==> config.mk <==
export PLATFORM = sky130hd
export DESIGN_NAME = masked_block_motion_detector_flat
export DESIGN_NICKNAME = d
export VERILOG_FILES = /design/src/rtl/core/mbmd_pkg.sv /design/src/rtl/core/mbmd_if.sv /design/src/rtl/core/mbmd_ram.sv /design/src/rtl/core/mbmd_thresh.sv /design/src/rtl/core/masked_block_motion_detector.sv /design/src/flat_wrapper.sv
export SDC_FILE = /design/constraint.sdc
export NUM_CORES = 2
export LEC_CHECK = 0
export BUFFER_PORTS_ARGS = -buffer_cell sky130_fd_sc_hd__buf_2
export CAP_MARGIN = 20
export CORE_MARGIN = 1
export CORE_UTILIZATION = 40
export CTS_BUF_LIST = sky130_fd_sc_hd__clkbuf_16
export CTS_CLUSTER_DIAMETER = 50
export CTS_CLUSTER_SIZE = 8
export DETAILED_ROUTE_END_ITERATION = 6
export PLACE_DENSITY = 0.66
export SETUP_SLACK_MARGIN = 0.1
export SYNTH_ARGS = -nofsm -noshare
export SYNTH_HDL_FRONTEND = slang
export SYNTH_SLANG_ARGS = --single-unit
==> constraint.sdc <==
create_clock -name clk -period 126.2 [get_ports clk]
set_clock_uncertainty 0.15 [all_clocks]
set_input_delay 6.31 -clock clk [delete_from_list [all_inputs] [get_ports clk]]
set_output_delay 6.31 -clock clk [all_outputs]
set_load 0.01 [all_outputs]
==> src/rtl/core/mbmd_pkg.sv <==
// ----------------------------------------------------------------------------
// mbmd_pkg
// Shared widths, codes, threshold types and threshold arithmetic for the
// masked macroblock motion detector.
// ----------------------------------------------------------------------------
package mbmd_pkg;

	localparam int BLOCK_SLOTS_DEF = 2048;

	localparam int IDX_W     = 11;
	localparam int SAD_W     = 8;
	localparam int SENS_W    = 7;
	localparam int RCOUNT_W  = 12;
	localparam int HIT_W     = 12;
	localparam int CNT_THR_W = 11;
	localparam int CFG_IDX_W = 1;
	localparam int CFG_DAT_W = 12;

	localparam logic [HIT_W-1:0]  HIT_MAX  = '1;
	localparam logic [SENS_W-1:0] SENS_MAX = 7'd100;

	// Input item kinds
	localparam logic KIND_MASK = 1'b0;
	localparam logic KIND_SAD  = 1'b1;

	// Configuration register indexes
	localparam logic [CFG_IDX_W-1:0] CFG_SENS   = 1'd0;
	localparam logic [CFG_IDX_W-1:0] CFG_RCOUNT = 1'd1;

	typedef struct packed {
		logic [SAD_W-1:0]     sad_thr;
		logic [CNT_THR_W-1:0] cnt_thr;
	} thr_t;

	// (100 - s) / 5 + 5, with /5 as a multiply by 205 and a shift by 10
	function automatic logic [SAD_W-1:0] sad_thr_f(input logic [SENS_W-1:0] s);
		logic [SENS_W-1:0] x;
		logic [14:0]       p;
		x = SENS_MAX - s;
		p = 15'(x) * 15'd205;
		return SAD_W'(p[14:10]) + SAD_W'(5);
	endfunction

	// 30 * (100 - s) / 100 = 3 * (100 - s) / 10, /10 as multiply by 205 >> 11
	function automatic logic [4:0] base_thr_f(input logic [SENS_W-1:0] s);
		logic [SENS_W-1:0] x;
		logic [8:0]        y;
		logic [15:0]       p;
		x = SENS_MAX - s;
		y = 9'(x) * 9'd3;
		p = 16'(y) * 16'd205;
		return p[15:11];
	endfunction

endpackage

==> src/rtl/core/mbmd_if.sv <==
// ----------------------------------------------------------------------------
// mbmd_if
// Valid/ready channels of the motion detector: input items, results and
// configuration writes.
// ----------------------------------------------------------------------------

// Input item channel
interface mbmd_item_if;
	logic                       valid;
	logic                       ready;
	logic                       kind;
	logic [mbmd_pkg::IDX_W-1:0] block_index;
	logic [mbmd_pkg::SAD_W-1:0] sad_value;
	logic                       region_bit;
	logic                       frame_end;

	modport source (output valid, kind, block_index, sad_value, region_bit, frame_end,
		input ready);
	modport sink (input valid, kind, block_index, sad_value, region_bit, frame_end,
		output ready);
endinterface

// Result channel
interface mbmd_res_if;
	logic                       valid;
	logic                       ready;
	logic                       frame_motion;
	logic                       alarm;
	logic [mbmd_pkg::HIT_W-1:0] hit_count;

	modport source (output valid, frame_motion, alarm, hit_count, input ready);
	modport sink (input valid, frame_motion, alarm, hit_count, output ready);
endinterface

// Configuration write channel
interface mbmd_cfg_if;
	logic                           valid;
	logic                           ready;
	logic [mbmd_pkg::CFG_IDX_W-1:0] addr;
	logic [mbmd_pkg::CFG_DAT_W-1:0] data;

	modport source (output valid, addr, data, input ready);
	modport sink (input valid, addr, data, output ready);
endinterface

==> src/rtl/core/mbmd_ram.sv <==
// ----------------------------------------------------------------------------
// mbmd_ram
// Generic simple dual-port RAM: one write port and one registered read port.
// ----------------------------------------------------------------------------
module mbmd_ram #(
	parameter int WIDTH = 1,
	parameter int DEPTH = 2048,
	localparam int AW = $clog2(DEPTH)
) (
	input  logic             clk,
	input  logic             we,
	input  logic [AW-1:0]    waddr,
	input  logic [WIDTH-1:0] wdata,
	input  logic             re,
	input  logic [AW-1:0]    raddr,
	output logic [WIDTH-1:0] rdata
);

	logic [WIDTH-1:0] mem_q [DEPTH];

	// Write port
	always_ff @(posedge clk) begin
		if (we) begin
			mem_q[waddr] <= wdata;
		end
	end

	// Registered read port
	always_ff @(posedge clk) begin
		if (re) begin
			rdata <= mem_q[raddr];
		end
	end

endmodule

==> src/rtl/core/mbmd_thresh.sv <==
// ----------------------------------------------------------------------------
// mbmd_thresh
// Derives the SAD threshold and the block count threshold from the
// sensitivity and region count registers, registered once.
// ----------------------------------------------------------------------------
module mbmd_thresh import mbmd_pkg::*; (
	input  logic                clk,
	input  logic [SENS_W-1:0]   sensitivity,
	input  logic [RCOUNT_W-1:0] region_count,
	output thr_t                thr
);

	logic [SENS_W-1:0]    sens_c;
	logic [4:0]           base_c;
	logic [23:0]          cap_p;
	logic [CNT_THR_W-1:0] cap_c;
	logic [CNT_THR_W-1:0] cnt_c;
	thr_t                 thr_q;

	// Clamp sensitivity to 100
	assign sens_c = (sensitivity > SENS_MAX) ? SENS_MAX : sensitivity;

	// Raise the base threshold to 2, then cap at region_count / 3
	assign base_c = (base_thr_f(sens_c) < 5'd2) ? 5'd2 : base_thr_f(sens_c);
	assign cap_p  = 24'(region_count) * 24'd2731;
	assign cap_c  = cap_p[23:13];
	assign cnt_c  = (CNT_THR_W'(base_c) >= cap_c) ? cap_c : CNT_THR_W'(base_c);

	// Hold thresholds in registers
	always_ff @(posedge clk) begin
		thr_q.sad_thr <= sad_thr_f(sens_c);
		thr_q.cnt_thr <= cnt_c;
	end

	assign thr = thr_q;

endmodule

==> src/rtl/core/masked_block_motion_detector.sv <==
// ----------------------------------------------------------------------------
// masked_block_motion_detector
// Counts watched macroblocks whose SAD exceeds a sensitivity-driven threshold
// and reports frame motion and a two-frame alarm at each frame end.
//
// Channel   Modport  Transaction
// items     sink     mask write or SAD sample (kind, index, sad, bit, end)
// results   source   frame_motion, alarm, hit_count at each frame end
// cfg       sink     register write: 0 sensitivity, 1 region_count
//
// One item per cycle unless a stalled result holds stage 1; a frame-end item
// passes through stage 1 into the result register. Mask writes and mask reads
// share one RAM, whose read is registered. After reset the mask RAM is cleared
// entry by entry with items held off; configuration writes are taken
// throughout. A stalled result holds the item in stage 1 and input ready drops.
// ----------------------------------------------------------------------------
module masked_block_motion_detector import mbmd_pkg::*; #(
	parameter int BLOCK_SLOTS = BLOCK_SLOTS_DEF
) (
	input  logic          clk,
	input  logic          arst_n,
	mbmd_item_if.sink     items,
	mbmd_res_if.source    results,
	mbmd_cfg_if.sink      cfg
);

	localparam int AW = $clog2(BLOCK_SLOTS);
	localparam int CW = IDX_W + AW + 1;
	localparam logic [AW-1:0] LAST_ADDR = AW'(BLOCK_SLOTS - 1);

	logic [SENS_W-1:0]   sens_q;
	logic [RCOUNT_W-1:0] rcount_q;
	thr_t                thr;

	logic                clr_q;
	logic [AW-1:0]       clr_addr_q;

	logic [CW-1:0]       idx_w;
	logic [AW-1:0]       idx_addr;
	logic                in_range;
	logic                accept;

	logic                ram_we;
	logic [AW-1:0]       ram_waddr;
	logic                ram_wdata;
	logic                ram_re;
	logic                ram_rdata;

	logic                valid_s1;
	logic                kind_s1;
	logic [SAD_W-1:0]    sad_s1;
	logic                fend_s1;
	logic                inr_s1;

	logic                s1_result;
	logic                out_free;
	logic                s1_go;
	logic                hit;
	logic [HIT_W-1:0]    hits_next;
	logic                motion;

	logic [HIT_W-1:0]    running_q;
	logic                prev_q;
	logic                out_valid_q;
	logic                motion_q;
	logic                alarm_q;
	logic [HIT_W-1:0]    hits_q;

	// Configuration registers
	assign cfg.ready = 1'b1;

	always_ff @(posedge clk or negedge arst_n) begin
		if (!arst_n) begin
			sens_q   <= '0;
			rcount_q <= '0;
		end else if (cfg.valid) begin
			case (cfg.addr)
				CFG_SENS:   sens_q   <= cfg.data[SENS_W-1:0];
				CFG_RCOUNT: rcount_q <= cfg.data[RCOUNT_W-1:0];
				default:    ;
			endcase
		end
	end

	mbmd_thresh u_thresh (
		.clk          (clk),
		.sensitivity  (sens_q),
		.region_count (rcount_q),
		.thr          (thr)
	);

	// Clear the mask RAM after reset, one entry per cycle
	always_ff @(posedge clk or negedge arst_n) begin
		if (!arst_n) begin
			clr_q      <= 1'b1;
			clr_addr_q <= '0;
		end else if (clr_q) begin
			if (clr_addr_q == LAST_ADDR) begin
				clr_q <= 1'b0;
			end else begin
				clr_addr_q <= clr_addr_q + AW'(1);
			end
		end
	end

	// Decode the index against the store depth
	assign idx_w    = CW'(items.block_index);
	assign idx_addr = idx_w[AW-1:0];
	assign in_range = idx_w < CW'(BLOCK_SLOTS);

	// Stage 1 advance and input ready
	assign s1_result   = valid_s1 && (kind_s1 == KIND_SAD) && fend_s1;
	assign out_free    = !out_valid_q || results.ready;
	assign s1_go       = valid_s1 && (!s1_result || out_free);
	assign items.ready = !clr_q && (!valid_s1 || s1_go);
	assign accept      = items.valid && items.ready;

	// Mask RAM: write on clear or mask write, read on SAD sample
	assign ram_we    = clr_q || (accept && (items.kind == KIND_MASK) && in_range);
	assign ram_waddr = clr_q ? clr_addr_q : idx_addr;
	assign ram_wdata = clr_q ? 1'b0 : items.region_bit;
	assign ram_re    = accept && (items.kind == KIND_SAD);

	mbmd_ram #(
		.WIDTH (1),
		.DEPTH (BLOCK_SLOTS)
	) u_mask_ram (
		.clk   (clk),
		.we    (ram_we),
		.waddr (ram_waddr),
		.wdata (ram_wdata),
		.re    (ram_re),
		.raddr (idx_addr),
		.rdata (ram_rdata)
	);

	// Stage 1 registers, aligned with the RAM read data
	always_ff @(posedge clk or negedge arst_n) begin
		if (!arst_n) begin
			valid_s1 <= 1'b0;
		end else if (accept) begin
			valid_s1 <= 1'b1;
		end else if (s1_go) begin
			valid_s1 <= 1'b0;
		end
	end

	always_ff @(posedge clk) begin
		if (accept) begin
			kind_s1 <= items.kind;
			sad_s1  <= items.sad_value;
			fend_s1 <= items.frame_end;
			inr_s1  <= in_range;
		end
	end

	// Hit test and saturating count
	assign hit       = (kind_s1 == KIND_SAD) && inr_s1 && ram_rdata && (sad_s1 > thr.sad_thr);
	assign hits_next = (hit && (running_q != HIT_MAX)) ? running_q + HIT_W'(1) : running_q;
	assign motion    = hits_next > HIT_W'(thr.cnt_thr);

	// Advance frame state
	always_ff @(posedge clk or negedge arst_n) begin
		if (!arst_n) begin
			running_q <= '0;
			prev_q    <= 1'b0;
		end else if (s1_go && (kind_s1 == KIND_SAD)) begin
			if (fend_s1) begin
				running_q <= '0;
				prev_q    <= motion;
			end else begin
				running_q <= hits_next;
			end
		end
	end

	// Result register
	always_ff @(posedge clk or negedge arst_n) begin
		if (!arst_n) begin
			out_valid_q <= 1'b0;
		end else if (s1_go && s1_result) begin
			out_valid_q <= 1'b1;
		end else if (results.ready) begin
			out_valid_q <= 1'b0;
		end
	end

	always_ff @(posedge clk) begin
		if (s1_go && s1_result) begin
			motion_q <= motion;
			alarm_q  <= motion && prev_q;
			hits_q   <= hits_next;
		end
	end

	assign results.valid        = out_valid_q;
	assign results.frame_motion = motion_q;
	assign results.alarm        = alarm_q;
	assign results.hit_count    = hits_q;

endmodule

==> src/flat_wrapper.sv <==
// flat-port wrapper written by rule: the top's interface ports become plain ports
module masked_block_motion_detector_flat import mbmd_pkg::*;
#(
	parameter int BLOCK_SLOTS = BLOCK_SLOTS_DEF
)
  (clk, arst_n, items_valid, items_kind, items_block_index, items_sad_value, items_region_bit, items_frame_end, items_ready, results_valid, results_frame_motion, results_alarm, results_hit_count, results_ready, cfg_valid, cfg_addr, cfg_data, cfg_ready);
  mbmd_item_if items_i ();
  mbmd_res_if results_i ();
  mbmd_cfg_if cfg_i ();
  input  logic clk;
  input  logic arst_n;
  input wire logic [$bits(items_i.valid)-1:0] items_valid;
  input wire logic [$bits(items_i.kind)-1:0] items_kind;
  input wire logic [$bits(items_i.block_index)-1:0] items_block_index;
  input wire logic [$bits(items_i.sad_value)-1:0] items_sad_value;
  input wire logic [$bits(items_i.region_bit)-1:0] items_region_bit;
  input wire logic [$bits(items_i.frame_end)-1:0] items_frame_end;
  output wire logic [$bits(items_i.ready)-1:0] items_ready;
  output wire logic [$bits(results_i.valid)-1:0] results_valid;
  output wire logic [$bits(results_i.frame_motion)-1:0] results_frame_motion;
  output wire logic [$bits(results_i.alarm)-1:0] results_alarm;
  output wire logic [$bits(results_i.hit_count)-1:0] results_hit_count;
  input wire logic [$bits(results_i.ready)-1:0] results_ready;
  input wire logic [$bits(cfg_i.valid)-1:0] cfg_valid;
  input wire logic [$bits(cfg_i.addr)-1:0] cfg_addr;
  input wire logic [$bits(cfg_i.data)-1:0] cfg_data;
  output wire logic [$bits(cfg_i.ready)-1:0] cfg_ready;
  assign items_i.valid = items_valid;
  assign items_i.kind = items_kind;
  assign items_i.block_index = items_block_index;
  assign items_i.sad_value = items_sad_value;
  assign items_i.region_bit = items_region_bit;
  assign items_i.frame_end = items_frame_end;
  assign items_ready = items_i.ready;
  assign results_valid = results_i.valid;
  assign results_frame_motion = results_i.frame_motion;
  assign results_alarm = results_i.alarm;
  assign results_hit_count = results_i.hit_count;
  assign results_i.ready = results_ready;
  assign cfg_i.valid = cfg_valid;
  assign cfg_i.addr = cfg_addr;
  assign cfg_i.data = cfg_data;
  assign cfg_ready = cfg_i.ready;
  masked_block_motion_detector #(.BLOCK_SLOTS(BLOCK_SLOTS)) u_core (.clk(clk), .arst_n(arst_n), .items(items_i), .results(results_i), .cfg(cfg_i));
endmodule
After elaboration in Yosys (flattened, before gate mapping). Memories as Yosys holds them, arrays and structs flattened. A register that Yosys moved wholly into a read port is not among the register bits. Index checks and enable logic that the tools add are counted.

Register bits: 88. RAM bits: 2048. Bits of input ports: 40. Output and inout port bits: 17. Logic and storage cells: 82. Memories: 1.

Add/subtract/negate cells: 4. Multipliers: 4. Magnitude comparators: 6. Equal/unequal tests: 2. Mux-type cells: 15. Bitwise operators: 3. Reduce and logical (&&, ||, !) cells: 29.

Memory list: u_core.u_mask_ram.mem_q (words 2048, bits a word 1, rd ports 1, clocked after Yosys merged registers in 1, wr ports 1, RTL line mbmd_ram.sv:19) `logic [WIDTH-1:0] mem_q [DEPTH];`.

Operator list (number): $mul A12 B12 Y24 const B (1); $mux W12 (2); $mul A9 B8 Y16 const B (1); $logic_and A1 B1 Y1 (15); $mul A7 B8 Y15 const B (1); $add A12 B1 Y12 const B (1); $gt A12 B11 Y1 (1); $lt A11 B12 Y1 const B (1); $ne A12 B12 Y1 const B (1); $add A11 B1 Y11 const B (1); $eq A11 B11 Y1 const B (1); $ge A5 B11 Y1 (1); $mux W11 (1); $mux W5 (2); $mul A7 B2 Y9 const B (1); $mux W1 (9); $gt A8 B6 Y1 (1); $reduce_and A2 Y1 (4); $gt A7 B7 Y1 const B (1); $mux W7 (1); $sub A7 B7 Y7 const A (1); $add A5 B3 Y6 const B (1); $lt A5 B2 Y1 const B (1); $logic_not A1 Y1 (4); other kinds (3) (9).

Depth between registers and ports, before layout.
Depth after elaboration: 13. Gate-level depth with buffers: 41. Mapped depth without buffers: 39.

Cells and area by module. A second synthesis with hierarchy kept.

Cells, all modules: 7216. Area total of the unflattened synthesis: 98956.2 um^2.

Modules (own cells, without submodules): mbmd_ram (instances 1, cells each 6243, area each 89355.7 um^2, sequential area each 61529.0 um^2); mbmd_thresh (instances 1, cells each 658, area each 5947.0 um^2, sequential area each 340.3 um^2); masked_block_motion_detector (instances 1, cells each 315, area each 3653.5 um^2, sequential area each 1873.0 um^2).

Least setup slack after synthesis. OpenSTA, ideal clock, no wires.

Path type: input-to-reg. From: input items_region_bit. To: memory u_core.u_mask_ram.mem_q[0] (data pin). Setup time: 10.145 ns. Arrival: 54.904 ns. Data required time: 115.905 ns. Setup slack: 61.001 ns. Cell stages on the path: 1. Path buffers: 0. Path through: nor2b_1.

Longest elaborated chain between the ends: 1.

Ends and longest elaborated chain: start: declaration (RTL line flat_wrapper.sv:16) `input wire logic [$bits(items_i.region_bit)-1:0] items_region_bit;`; $mux W1 (RTL line masked_block_motion_detector.sv:121) `assign ram_wdata = clr_q ? 1'b0 : items.region_bit;`; end: declaration (RTL line mbmd_ram.sv:19).

Every way passes these cells.

Worst setup path after layout.
From: input results_ready. To: output items_ready.

Longest elaborated chain between the ends: 5.

Ends and longest elaborated chain: start: declaration (RTL line flat_wrapper.sv:23) `input wire logic [$bits(results_i.ready)-1:0] results_ready;`; $logic_or A1 B1 Y1 (RTL line masked_block_motion_detector.sv:113) `assign out_free = !out_valid_q || results.ready;`; $logic_or A1 B1 Y1 (RTL line masked_block_motion_detector.sv:114) `assign s1_go = valid_s1 && (!s1_result || out_free);`; $logic_and A1 B1 Y1 (RTL line masked_block_motion_detector.sv:114); $logic_or A1 B1 Y1 (RTL line masked_block_motion_detector.sv:115) `assign items.ready = !clr_q && (!valid_s1 || s1_go);`; $logic_and A1 B1 Y1 (RTL line masked_block_motion_detector.sv:115); end: declaration (RTL line flat_wrapper.sv:18) `output wire logic [$bits(items_i.ready)-1:0] items_ready;`.

Every way passes these cells.

==> results.md <==
* CP Max Fanout at 3
* Post-CTS Setup Bufs at 0
* Final WL at 262000 um
* Total track usage at 21.2%
* Combinational power share at 28.8%
* Hold WS at 0.358 ns
* FF+latch area at 0.0637 mm2
* Final core occ at 45.5%
* Hold path depth at 1
* Pwr/cell area at 19.8 mW/mm2
* Final Hold Fails at 0
* CP cell instances: buf_2, nand3b_1, nor2_1, nor2_1, buf_2
* Die width at 495 um
* Synth top area share at 64.1%
* Min-delay src: u_core.clr_addr_q[7]
* Net Sw Power at 0.000634 W
* First-pass DRT Iterations at 6
* Critical Path RT at 119.74 ns
* Max Fclk at 0.0746 GHz
* Crit path DAT at 6.94 ns
* EDFF count, synth at 2073
* # IOs at 57
* GPL Wtd Cong at 0.811
* Library cells used by synthesis at 79
* Final worst setup slack at 112.80 ns
* Worst Hold Class: reg -> reg
* GR Overflow Total at 0
* Final nets at 7209
* Cell count after synthesis at 6998
* CTS Sinks at 2136
* Clock root buffer: clkbuf_16
* Rel. slew slack at 2.51%
* Crit path max-delay cell type: nor2_1
* Ys async rst share at 2.15%
* Core Region at 0.241 mm2
* Layout cells sized above 1 at 16.8%
* RSZ-0062 raised after global routing: false
* Slew Limit Fails at 0
* Sw frac at 29.3%
* Final non-filler cell total at 10166
* Crit path to: items_ready
* Clock H-tree levels at 5
* Pre-CTS WS at 112.81 ns
* Area delta synth->final at 12.8%
* First-pass GRT wire length at 384000 um
* Critical Path Source Type: primary input
* MaxCap Viol Count at 0
* First DRT Iteration DRCs at 7942
* Die Ht at 495 um
* Netlist Area Pre-Place at 0.0970 mm2
* Critical R2R Launch: u_core.sens_q[2]
* TritonCTS Buffers at 325
* CTS tree: done
* DRC Markers at 0
* Clock Path Buffers at 4
* Synth Register Bits at 2136
* Status: finished, final reports clean
* Cell row count at 180
* Clock transition at path regs at 0.05 ns
* Predominant post-synthesis flop cell: edfxtp_1
* Flop-to-flop setup slack at 116.99 ns
* Skew-Pair Late Insertion Delay at 0.91 ns
* Yosys Warn Count at 0
* Via Count at 59549
* Period utilization at 10.6%
* Post_cts resized at 0
* Setup_tns at 0 ns
* Vias per inst at 5.86
* Worst-margin pin slew at 1.46 ns
* Leakage at 34.5 nW
* Placed cells at 9745
* Crit path launch: results_ready
* Port bufs at 55
* Routed wire per std cell at 25.8 um
* Worst Reg2Reg Path Length in Cells at 38
* Min Clock Period, post-route at 13.41 ns
* Max incr delay on CP at 0.18 ns
* Pin count of the biggest net entering global routing at 292
* Die area at 0.245 mm2
* Reg power frac at 36.5%
* Share of the yosys chip area belonging to registers at 65.7%
* Reg-to-Reg End: u_core.u_thresh.thr[1]
* Routed Antenna Nets at 0
* Number of global-route vias before repair at 59380
* VDD IR max at 81.4 uV
* Starting density of the core at 40.3%
* Synth area leader: edfxtp_1
* Clk pwr share at 34.7%
* Syn avg cell area at 13.9 um2
* Synth area leaders: edfxtp_1 64%, mux4_2 12%, nor2_1 8.3%
* Crit Path Class: in -> out
* Multi-input gate area at 0.0302 mm2
* Antenna violations before repair at 5
* Fillers at 20797
* Crit path capture type: primary output
* Setup-failing EPs final at 0
* DPL Wire Length at 134000 um
* Hold-fix buffers at CTS at 0
* Pint at 0.00153 W
layout make-up:
| type | instances | area share [%] |
|---|---|---|
| antenna | 4 | 0.00914 |
| clock buffer | 330 | 7.54 |
| clock inverter | 52 | 0.346 |
| inverter | 194 | 0.670 |
| multi-input combinational | 4059 | 27.6 |
| sequential | 2136 | 58.2 |
| tap | 3185 | 3.64 |
| timing repair buffer | 206 | 2.02 |
kinds of logic after synthesis:
kind of cell | share of synthesized area [%]
multiplexers | 12.6
buffers and inverters | 3.67
adder cells (fa/ha/maj) | 3.67
AND/OR/NAND/NOR | 11.2
AO/OA/AOI/OAI | 2.60
flip-flops | 65.7
XOR/XNOR | 0.504
other | 0.00774
cell usage in the layout, fill, tap and decap left out, types with 7 or more instances in the layout:
| master | Yosys | routed |
|---|---|---|
| buf_4 | 43 | 108 |
| dfxtp_1 | 17 | 17 |
| fa_1 | 63 | 63 |
| nor2_1 | 2136 | 2127 |
| o21ai_0 | 128 | 128 |
| nor2_2 | 0 | 8 |
| nand4_1 | 26 | 26 |
| clkbuf_16 | 0 | 330 |
| mux2_2 | 41 | 41 |
| ha_1 | 184 | 184 |
| dfrtp_1 | 45 | 45 |
| mux4_2 | 513 | 513 |
| nor3_1 | 28 | 28 |
| o22ai_1 | 66 | 66 |
| xnor2_1 | 37 | 37 |
| nand2b_1 | 17 | 11 |
| o31ai_1 | 8 | 8 |
| nand3_1 | 149 | 128 |
| xor2_1 | 17 | 17 |
| a21oi_1 | 33 | 33 |
| buf_2 | 164 | 52 |
| or2_2 | 8 | 7 |
| edfxtp_1 | 2073 | 2073 |
| buf_16 | 0 | 34 |
| o21a_1 | 8 | 8 |
| a31oi_1 | 65 | 65 |
| and3_1 | 10 | 10 |
| a32o_1 | 7 | 7 |
| inv_1 | 194 | 222 |
| a22o_1 | 8 | 8 |
| nand2_1 | 359 | 355 |
| nand3_4 | 0 | 21 |
| conb_1 | 2 | 7 |
| mux2i_1 | 24 | 24 |
| a21o_1 | 22 | 22 |
through the flow:
step                      total power [W]  cell area [um2]
after detailed placement          0.00142            99900
after floorplan                   0.00131            97100
final                             0.00217           109000
after global routing              0.00230           109000
after global placement            0.00141            99900
after CTS                         0.00218           109000
worst min-delay path by stage:
stage                                      end  slack, ns
final                     u_core.clr_addr_q[7]       0.36
after global routing      u_core.clr_addr_q[7]       0.37
after CTS                 u_core.clr_addr_q[7]       0.35
after detailed placement  u_core.clr_addr_q[7]       0.34
after global placement           u_core.prev_q       0.33
after floorplan           u_core.clr_addr_q[7]       0.32
synth_stat cells (20+ instances only):
cell type / instances
nor3_1: 28
dfrtp_1: 45
a31oi_1: 65
edfxtp_1: 2073
o21ai_0: 128
ha_1: 184
nand2_1: 359
a21o_1: 22
nand3_1: 149
inv_1: 194
mux2i_1: 24
xnor2_1: 37
clkbuf_1: 367
buf_1: 20
mux4_2: 513
a21oi_1: 33
buf_2: 164
fa_1: 63
nand4_1: 26
nor2_1: 2136
o22ai_1: 66
mux2_2: 41
buf_4: 43
critical path: cells and delay by family:
family / cells / cell delay [ns]
AND/OR/NAND/NOR: 3 / 0.37
buffers and inverters: 2 / 0.26
sequential cells by signal (all words and copies together) (netlist names):
signal                       flops
u_core.results.frame_motion      1
u_core.valid_s1                  1
u_core.u_thresh.thr             17
u_core.results.hit_count        12
u_core.clr_q                     1
u_core.u_mask_ram.rdata          1
u_core.clr_addr_q               11
u_core.sens_q                    7
u_core.kind_s1                   1
u_core.fend_s1                   1
u_core.rcount_q                 12
u_core.sad_s1                    8
u_core.results.valid             1
u_core.prev_q                    1
u_core.results.alarm             1
u_core.u_mask_ram.mem_q       2048
u_core.running_q                12
power groups by stage:
stage               Sequential (W)  Combinational (W)  Clock, W
global route              0.000790           0.000721  0.000788
detailed placement        0.000804           0.000621         0
global placement          0.000804           0.000602         0
floorplan                 0.000833           0.000481         0
finish                    0.000791           0.000623  0.000752
CTS                       0.000791           0.000628  0.000761
routing by layer:
metal | wire [um] | vias to the layer above | track usage, %
li1 | - | 25032 | -
met1 | 97300 | 30777 | 27.2
met2 | 129000 | 3180 | 35.8
met3 | 27000 | 558 | 4.15
met4 | 8630 | 2 | 7.28
met5 | 13 | - | 0
(Power assumes the default switching activity.)
